**config.mk**
```make
export PLATFORM = sky130hd
export DESIGN_NAME = camera_band_capture
export DESIGN_NICKNAME = d
export VERILOG_FILES = /design/src/rtl/cbc_pkg.sv /design/src/rtl/cbc_step.sv /design/src/rtl/camera_band_capture.sv
export SDC_FILE = /design/constraint.sdc
export NUM_CORES = 1
export LEC_CHECK = 0
export ABC_AREA = 1
export BUFFER_PORTS_ARGS = -buffer_cell sky130_fd_sc_hd__buf_4
export CORE_UTILIZATION = 60
export CTS_CLUSTER_SIZE = 40
export DETAILED_ROUTE_END_ITERATION = 12
export GPL_ROUTABILITY_DRIVEN = 1
export PLACE_DENSITY = 0.87
export RECOVER_POWER = 25
export SETUP_SLACK_MARGIN = 0.4
export SLEW_MARGIN = 20
export SYNTH_ARGS = -nofsm -noshare
export SYNTH_HDL_FRONTEND = slang
export SYNTH_SLANG_ARGS = --single-unit
```
**constraint.sdc**
```tcl
create_clock -name i_clk -period 4.8 [get_ports i_clk]
set_input_delay 0.48 -clock i_clk [delete_from_list [all_inputs] [get_ports i_clk]]
set_output_delay 0.48 -clock i_clk [all_outputs]
set_load 0.01 [all_outputs]
```
**src/rtl/cbc_pkg.sv**
```systemverilog
// Shared types and constants for the camera band capture block.
// Used by cbc_step.sv and camera_band_capture.sv; depends on nothing else.
package cbc_pkg;

    // Band buffer size in bytes.
    localparam int BUF_BYTES = 65536;
    localparam logic [16:0] BUF_LIMIT = 17'(BUF_BYTES);

    // Capture phases.
    localparam logic [1:0] PH_IDLE      = 2'd0;
    localparam logic [1:0] PH_WAIT_HIGH = 2'd1;
    localparam logic [1:0] PH_WAIT_LOW  = 2'd2;
    localparam logic [1:0] PH_CAPTURE   = 2'd3;

    // Result kinds.
    localparam logic [1:0] KIND_STORE      = 2'd0;
    localparam logic [1:0] KIND_BUFFER_FULL = 2'd1;
    localparam logic [1:0] KIND_FRAME_END  = 2'd2;

    // Register indexes (word address bits [3:2]).
    localparam logic [1:0] REG_DECIMATE  = 2'd0;
    localparam logic [1:0] REG_ROW_LEN   = 2'd1;
    localparam logic [1:0] REG_ROW_KEEP  = 2'd2;
    localparam logic [1:0] REG_PIX_KEEP  = 2'd3;

    // Register reset values.
    localparam logic [11:0] ROW_LEN_RESET  = 12'd1280;
    localparam logic [4:0]  KEEP_RESET     = 5'd4;

    typedef struct packed {
        logic        decimate_enable;
        logic [11:0] row_length_bytes;
        logic [4:0]  row_keep_every;
        logic [4:0]  pixel_keep_every;
    } t_cfg;

    typedef struct packed {
        logic [1:0]  phase;
        logic [19:0] frame_byte_count;
        logic [19:0] band_offset;
        logic [16:0] stored_count;
        logic [11:0] byte_in_row;
        logic [3:0]  row_phase;
        logic [3:0]  pixel_phase;
        logic        half_pixel;
    } t_state;

    typedef struct packed {
        logic       mode;
        logic       vsync;
        logic       href;
        logic [7:0] bus_byte;
    } t_item;

    typedef struct packed {
        logic [1:0]  kind;
        logic [15:0] buffer_address;
        logic [7:0]  pixel_byte;
        logic [16:0] bytes_stored;
        logic [19:0] next_offset;
    } t_result;

endpackage

```
**src/rtl/cbc_step.sv**
```systemverilog
// Next-state and result logic for one camera bus item.
// Depends on cbc_pkg for the state, configuration, item and result types.
module cbc_step (
    input  cbc_pkg::t_cfg    i_cfg,
    input  cbc_pkg::t_state  i_state,
    input  cbc_pkg::t_item   i_item,
    output cbc_pkg::t_state  o_state,
    output logic             o_res_valid,
    output cbc_pkg::t_result o_res
);

    // Zero behaves as one; values above sixteen behave as sixteen.
    function automatic logic [4:0] keep_every(input logic [4:0] v);
        logic [4:0] r;
        begin
            if (v == 5'd0) begin
                r = 5'd1;
            end else if (v > 5'd16) begin
                r = 5'd16;
            end else begin
                r = v;
            end
            return r;
        end
    endfunction

    cbc_pkg::t_state w_adv;
    logic [4:0]      w_row_ke;
    logic [4:0]      w_pix_ke;
    logic            w_keep;

    assign w_row_ke = keep_every(i_cfg.row_keep_every);
    assign w_pix_ke = keep_every(i_cfg.pixel_keep_every);
    assign w_keep   = !i_cfg.decimate_enable
                      || ((i_state.row_phase == 4'd0) && (i_state.pixel_phase == 4'd0));

    // Position counters after one frame byte.
    always_comb begin
        w_adv = i_state;
        w_adv.frame_byte_count = i_state.frame_byte_count + 20'd1;
        if (({1'b0, i_state.byte_in_row} + 13'd1) >= {1'b0, i_cfg.row_length_bytes}) begin
            w_adv.byte_in_row = 12'd0;
            w_adv.half_pixel  = 1'b0;
            w_adv.pixel_phase = 4'd0;
            if (({1'b0, i_state.row_phase} + 5'd1) >= w_row_ke) begin
                w_adv.row_phase = 4'd0;
            end else begin
                w_adv.row_phase = i_state.row_phase + 4'd1;
            end
        end else begin
            w_adv.byte_in_row = i_state.byte_in_row + 12'd1;
            if (i_state.half_pixel) begin
                w_adv.half_pixel = 1'b0;
                if (({1'b0, i_state.pixel_phase} + 5'd1) >= w_pix_ke) begin
                    w_adv.pixel_phase = 4'd0;
                end else begin
                    w_adv.pixel_phase = i_state.pixel_phase + 4'd1;
                end
            end else begin
                w_adv.half_pixel = 1'b1;
            end
        end
    end

    always_comb begin
        o_state     = i_state;
        o_res_valid = 1'b0;
        o_res       = '0;
        priority if (i_item.mode) begin
            o_state.phase            = cbc_pkg::PH_WAIT_HIGH;
            o_state.frame_byte_count = 20'd0;
            o_state.stored_count     = 17'd0;
            o_state.byte_in_row      = 12'd0;
            o_state.row_phase        = 4'd0;
            o_state.pixel_phase      = 4'd0;
            o_state.half_pixel       = 1'b0;
        end else if (i_state.phase == cbc_pkg::PH_WAIT_HIGH) begin
            if (i_item.vsync) begin
                o_state.phase = cbc_pkg::PH_WAIT_LOW;
            end
        end else if (i_state.phase == cbc_pkg::PH_WAIT_LOW) begin
            if (!i_item.vsync) begin
                o_state.phase = cbc_pkg::PH_CAPTURE;
            end
        end else if (i_state.phase == cbc_pkg::PH_CAPTURE) begin
            if (!i_item.href) begin
                if (i_item.vsync) begin
                    o_state.band_offset = 20'd0;
                    o_state.phase       = cbc_pkg::PH_IDLE;
                    o_res_valid         = 1'b1;
                    o_res.kind          = cbc_pkg::KIND_FRAME_END;
                    o_res.bytes_stored  = i_state.stored_count;
                    o_res.next_offset   = 20'd0;
                end
            end else if (i_state.frame_byte_count >= i_state.band_offset) begin
                if (i_state.stored_count < cbc_pkg::BUF_LIMIT) begin
                    o_state = w_adv;
                    o_state.band_offset = i_state.frame_byte_count + 20'd1;
                    if (w_keep) begin
                        o_state.stored_count = i_state.stored_count + 17'd1;
                        o_res_valid          = 1'b1;
                        o_res.kind           = cbc_pkg::KIND_STORE;
                        o_res.buffer_address = i_state.stored_count[15:0];
                        o_res.pixel_byte     = i_item.bus_byte;
                        o_res.bytes_stored   = i_state.stored_count + 17'd1;
                    end
                    o_res.next_offset = i_state.frame_byte_count + 20'd1;
                end else begin
                    o_state.phase      = cbc_pkg::PH_IDLE;
                    o_res_valid        = 1'b1;
                    o_res.kind         = cbc_pkg::KIND_BUFFER_FULL;
                    o_res.bytes_stored = i_state.stored_count;
                    o_res.next_offset  = i_state.band_offset;
                end
            end else begin
                o_state = w_adv;
            end
        end else begin
            o_state = i_state;
        end
    end

endmodule

```
**src/rtl/camera_band_capture.sv**
```systemverilog
// Top level of the camera band capture block: stream ports, register port and pipeline.
// Depends on cbc_pkg and cbc_step.
//
// This block turns samples of a camera parallel port into buffer write
// transactions. Each input transaction is one pixel-clock edge (vsync, href
// and the data byte) or, with tuser high, an arm command that clears the band
// buffer and waits for vsync to go high and then low. While href is high every
// edge is one frame byte; bytes at or past the band offset are written to the
// buffer in order, optionally thinned to selected rows and pixels. When the
// buffer is full the next such byte ends the band and the offset is kept, so
// that re-arming captures the following band; vsync while href is low ends the
// frame and sets the offset back to zero. The block takes one transaction in every
// clock cycle unless the output stalls; a result passes the input register, the
// single state-update stage and the result register. A stalled output holds the
// pipeline, and input tready then falls. The user must write registers through
// the APB port only while no transactions are in flight; the block does not enforce it.
module camera_band_capture (
    input  logic        i_clk,
    input  logic        i_rst_n,
    // Slave stream: tdata = vsync [0], href [1], bus_byte [9:2], zero fill [15:10].
    input  logic        s_axis_tvalid,
    output logic        s_axis_tready,
    input  logic [15:0] s_axis_tdata,
    // tuser = mode (0 pixel edge, 1 arm).
    input  logic        s_axis_tuser,
    // Master stream: tdata = buffer_address [15:0], pixel_byte [23:16],
    // bytes_stored [40:24], next_offset [60:41], zero fill [63:61].
    output logic        m_axis_tvalid,
    input  logic        m_axis_tready,
    output logic [63:0] m_axis_tdata,
    // tuser = kind (0 byte stored, 1 buffer full, 2 frame ended).
    output logic [1:0]  m_axis_tuser,
    // Register port.
    input  logic        psel,
    input  logic        penable,
    input  logic        pwrite,
    input  logic [3:0]  paddr,
    input  logic [31:0] pwdata,
    output logic [31:0] prdata,
    output logic        pready
);

    cbc_pkg::t_cfg    r_cfg;
    cbc_pkg::t_state  r_state;
    cbc_pkg::t_state  n_state;
    cbc_pkg::t_item   r_item;
    logic             r_in_valid;
    cbc_pkg::t_result r_res;
    logic             r_out_valid;
    cbc_pkg::t_result w_res;
    logic             w_res_valid;
    logic             w_step;
    logic             w_cfg_wr;

    // ------------------------------------------------------------------
    // Register port. pready is tied high, so every access completes in the
    // access cycle. Word address bits [3:2] select the register.
    // ------------------------------------------------------------------
    assign pready   = 1'b1;
    assign w_cfg_wr = psel && penable && pwrite && pready;

    always_ff @(posedge i_clk) begin
        if (!i_rst_n) begin
            r_cfg.decimate_enable  <= 1'b0;
            r_cfg.row_length_bytes <= cbc_pkg::ROW_LEN_RESET;
            r_cfg.row_keep_every   <= cbc_pkg::KEEP_RESET;
            r_cfg.pixel_keep_every <= cbc_pkg::KEEP_RESET;
        end else if (w_cfg_wr) begin
            unique case (paddr[3:2])
                cbc_pkg::REG_DECIMATE: r_cfg.decimate_enable  <= pwdata[0];
                cbc_pkg::REG_ROW_LEN:  r_cfg.row_length_bytes <= pwdata[11:0];
                cbc_pkg::REG_ROW_KEEP: r_cfg.row_keep_every   <= pwdata[4:0];
                cbc_pkg::REG_PIX_KEEP: r_cfg.pixel_keep_every <= pwdata[4:0];
            endcase
        end
    end

    always_comb begin
        unique case (paddr[3:2])
            cbc_pkg::REG_DECIMATE: prdata = {31'd0, r_cfg.decimate_enable};
            cbc_pkg::REG_ROW_LEN:  prdata = {20'd0, r_cfg.row_length_bytes};
            cbc_pkg::REG_ROW_KEEP: prdata = {27'd0, r_cfg.row_keep_every};
            cbc_pkg::REG_PIX_KEEP: prdata = {27'd0, r_cfg.pixel_keep_every};
        endcase
    end

    // ------------------------------------------------------------------
    // Pipeline. The registered item is processed, and the capture state
    // updated, in the cycle that the result register can take its result.
    // An item that causes no result simply leaves the input register.
    // ------------------------------------------------------------------
    assign w_step        = r_in_valid && (!r_out_valid || m_axis_tready);
    assign s_axis_tready = !r_in_valid || w_step;

    always_ff @(posedge i_clk) begin
        if (!i_rst_n) begin
            r_in_valid <= 1'b0;
        end else if (s_axis_tready) begin
            r_in_valid <= s_axis_tvalid;
        end
    end

    always_ff @(posedge i_clk) begin
        if (s_axis_tvalid && s_axis_tready) begin
            r_item.mode     <= s_axis_tuser;
            r_item.vsync    <= s_axis_tdata[0];
            r_item.href     <= s_axis_tdata[1];
            r_item.bus_byte <= s_axis_tdata[9:2];
        end
    end

    cbc_step u_step (
        .i_cfg       (r_cfg),
        .i_state     (r_state),
        .i_item      (r_item),
        .o_state     (n_state),
        .o_res_valid (w_res_valid),
        .o_res       (w_res)
    );

    always_ff @(posedge i_clk) begin
        if (!i_rst_n) begin
            r_state <= '0;
        end else if (w_step) begin
            r_state <= n_state;
        end
    end

    // Result register: refilled when a step yields a result, emptied when
    // the downstream side takes it.
    always_ff @(posedge i_clk) begin
        if (!i_rst_n) begin
            r_out_valid <= 1'b0;
        end else if (w_step) begin
            r_out_valid <= w_res_valid;
        end else if (m_axis_tready) begin
            r_out_valid <= 1'b0;
        end
    end

    always_ff @(posedge i_clk) begin
        if (w_step && w_res_valid) begin
            r_res <= w_res;
        end
    end

    assign m_axis_tvalid = r_out_valid;
    assign m_axis_tuser  = r_res.kind;
    assign m_axis_tdata  = {3'd0, r_res.next_offset, r_res.bytes_stored,
                            r_res.pixel_byte, r_res.buffer_address};

`ifndef SYNTHESIS
    // A stored byte always leaves the buffer holding one byte past its address.
    a_store_count: assert property (@(posedge i_clk) disable iff (!i_rst_n)
        (m_axis_tvalid && (m_axis_tuser == cbc_pkg::KIND_STORE))
        |-> (r_res.bytes_stored == ({1'b0, r_res.buffer_address} + 17'd1)))
        else $error("stored byte count does not follow its address");

    // The fill count never passes the buffer size.
    a_fill_bound: assert property (@(posedge i_clk) disable iff (!i_rst_n)
        r_state.stored_count <= cbc_pkg::BUF_LIMIT)
        else $error("stored count exceeds buffer size");

    // A band or frame end always leaves the capture idle.
    a_end_idle: assert property (@(posedge i_clk) disable iff (!i_rst_n)
        (w_step && w_res_valid && (w_res.kind != cbc_pkg::KIND_STORE))
        |=> (r_state.phase == cbc_pkg::PH_IDLE))
        else $error("capture not idle after band or frame end");

    // A frame end reports, and leaves, a zero band offset.
    a_frame_offset: assert property (@(posedge i_clk) disable iff (!i_rst_n)
        (w_step && w_res_valid && (w_res.kind == cbc_pkg::KIND_FRAME_END))
        |=> ((r_state.band_offset == 20'd0) && (r_res.next_offset == 20'd0)))
        else $error("band offset not cleared at frame end");
`endif

endmodule
```
==> out/summary.txt <==
Most common cell in the synthesized netlist = nand2_1
Final Net Count = 1,499
Leakage power = 4.58 nW
Largest net degree at the start of global routing = 55
DRC Markers = 0
Max-cap violations = 1
H-tree Lvls = 4
Final WL = 22,500 um
Number of nets with antenna violations after routing = 0
Hold buffers post-CTS = 0
PostCTS Resize Cnt = 0
Warnings, synthesis = 0
Sequential-to-total area share from yosys stat = 43.4%
Worst R2R Path Depth = 8
Critical path required time = 4.95 ns
FF-to-FF Start = r_state[78]
Starting density of the core = 62.0%
CTS Sinks = 179
Number of synthesized register bits = 179
Clk slew on worst S/H paths = 0.06 ns
Crit share post-route = 71.3%
Design area = 11,100 um2
F_max = 292 MHz
Hold Slack = 0.238 ns
Highest fanout seen on the critical path = 13
Clock buffer depth = 2
Failing checks = capacitance limit, slew limit
CTS tree = yes
Core Region = 16,100 um2
Syn_area_per_cell = 7.68 um2
DR WL/cell = 13.9 um
Ant diodes = 0
I/O pin count = 161
Crit path time final = 3.42 ns
Filler cells = 1,332
Routability Congestion = 0.937
Register area = 4320 um2
Layout Area Growth over Synthesis = 11.5%
Number of cells produced by synthesis = 1,296
Netlist cell types = 53
Power Density = 278 nW/um2
Area after DPL = 10,800 um2
Die X = 131 um
Root Buffer = clkbuf_16
Post-synth top area share = 22.3%
Cts bufs inserted = 17
Setup TNS = 0 ns
Run status = finished with violations
Worst Hold End = r_item[2]
Via Count = 8,757
R2R Setup Slk = 1.38 ns
Hold Crit Start = s_axis_tdata[4]
Initial antenna violation count = 0
Worst Path Class, Setup = register to register
Ratio of cells with drive above 1 in the final layout = 9.65%
Cell row count = 46
Setup Skew = 0.00948 ns
Total iterations of the first detailed-routing run = 8
Iter 0 DRT Violations = 838
First-pass GRT wire length = 36,900 um
Asr flop ratio synth = 0%
Final hold violation count = 0
Most used DFF post-synth = dfxtp_1
Min-Delay Path Class = input pin to register
DIE AREA = 17,100 um2
Reg2reg end = m_axis_tdata[43]
Slew margin rel. = -56.7%
DP HPWL = 15,100 um
Yosys top cell by area = edfxtp_1
Crit path launch type = register
Max-slew violation count = 53
Final setup viols = 0
Setup bufs post-CTS = 0
Crit path capture type = register
Hold Path Depth = 1
Max VDD drop = 257 uV
Footprint of the multi-input gates = 4690 um2
Total GRT Usage = 27.5%
Number of global-route vias before repair = 8,110
PortBufs = 108
Post-synth top cells = 336 x nand2_1, 180 x nor2_1, 164 x inv_1, 105 x dfxtp_1, 99 x a21oi_1
RSZ-0062 raised after global routing = false
Number of flops mapped to enable cells by yosys = 74
Synth top area cells = edfxtp_1 22%, dfxtp_1 21%, nand2_1 13%
Grt ovf = 0
Die Y-Extent = 131 um
Vias per std cell = 5.42
Arrival time at the worst endpoint = 3.57 ns
Worst Tran Pin Value = 2.35 ns
Mapped cell area = 9960 um2
Clk_lat worst skew = 0.44 ns
[critical path: stages (launching register included)]
cell and delay [ns]:
dfxtp_1 0.39, inv_1 0.08, ha_1 0.33, nand2_1 0.45, clkinv_1 0.53, nand3_2 0.54, clkinv_1 0.50, nand2_1 0.15
o21ai_0 0.15
[worst max path at each step]
stage | to | slack, ns | start | depth (start not counted)
finish | m_axis_tdata[43] | 1.38 | r_state[78] | 8
global route | r_state[4] | 1.03 | r_state[9] | 15
CTS | r_state[4] | 1.45 | r_state[9] | 15
detailed placement | r_state[4] | 1.49 | r_state[9] | 15
global placement | r_state[4] | 1.57 | r_state[9] | 15
floorplan | m_axis_tdata[0] | 1.61 | r_state[58] | 16
[cell families after synthesis]
group           Yosys count  share of synthesized area [%]
xor+xnor                 29                           2.55
simple gates            613                           26.0
other cells               2                         0.0754
compound gates          186                           11.0
buf+inv                 234                           10.3
fa+ha+maj                53                           6.66
flops                   179                           43.4
[metal layers]
layer  GRT usage (%)  wire length (um)  vias to the layer above  share of wire [%]
met1            33.7              9540                     4041                 42
li1                -                 -                     4303                  -
met2            47.3             10900                      360                 48
met4            12.4               534                        0                2.4
met5               0                 0                        -                  0
met3            4.68              1530                       53                6.8
[registers in the layout, indices dropped and copies added (netlist names)]
name,flops
r_state,80
m_axis_tdata,61
r_cfg,23
r_item,11
m_axis_tuser,2
m_axis_tvalid,1
r_in_valid,1
[where the power goes]
part	switching [W]	internal, W	total (W)
Clock	0.000573	0.000671	0.00124
Sequential	0.0000244	0.00160	0.00162
Combinational	0.000147	0.0000708	0.000218
[layout make-up]
class	instances	share of cell area [%]
Clock inverter	9	0.530
Multi-Input combinational cell	905	42.3
Timing Repair Buffer	110	5.82
Clock buffer	23	4.12
Tap cell	216	2.43
Inverter	173	5.87
Sequential cell	179	38.9
[through the flow]
| step | setup WS (ns) | util (%) | total power [W] | std cells |
|---|---|---|---|---|
| after global routing | 1.03 | 69.1 | 0.00318 | 1615 |
| after floorplan | 1.61 | - | 0.00182 | 1318 |
| after global placement | 1.57 | 67.0 | 0.00186 | 1583 |
| final | 1.38 | 69.1 | 0.00309 | 1615 |
| after CTS | 1.45 | 70.3 | 0.00309 | 1615 |
| after detailed placement | 1.49 | 67.0 | 0.00187 | 1583 |
[placed cells by master, fill, tap and decap left out, types with 4 or more instances in the layout]
master	netlist	routed
clkbuf_1	17	53
dfxtp_1	105	105
xor2_1	22	22
nand3_1	43	43
conb_1	2	24
or2_2	4	4
clkbuf_4	0	11
nand4_1	17	17
ha_1	53	53
o21ai_0	44	44
o22ai_2	9	9
nor2_1	180	180
inv_1	164	163
edfxtp_1	74	74
o32ai_1	7	7
nand2_1	336	336
nor2_2	7	7
clkbuf_16	0	17
o21bai_1	4	4
a21oi_1	99	99
o221ai_1	4	4
nor3_1	7	7
xnor2_1	7	7
inv_2	6	7
buf_4	27	51
No activity file was read; power rests on OpenSTA's default activity.
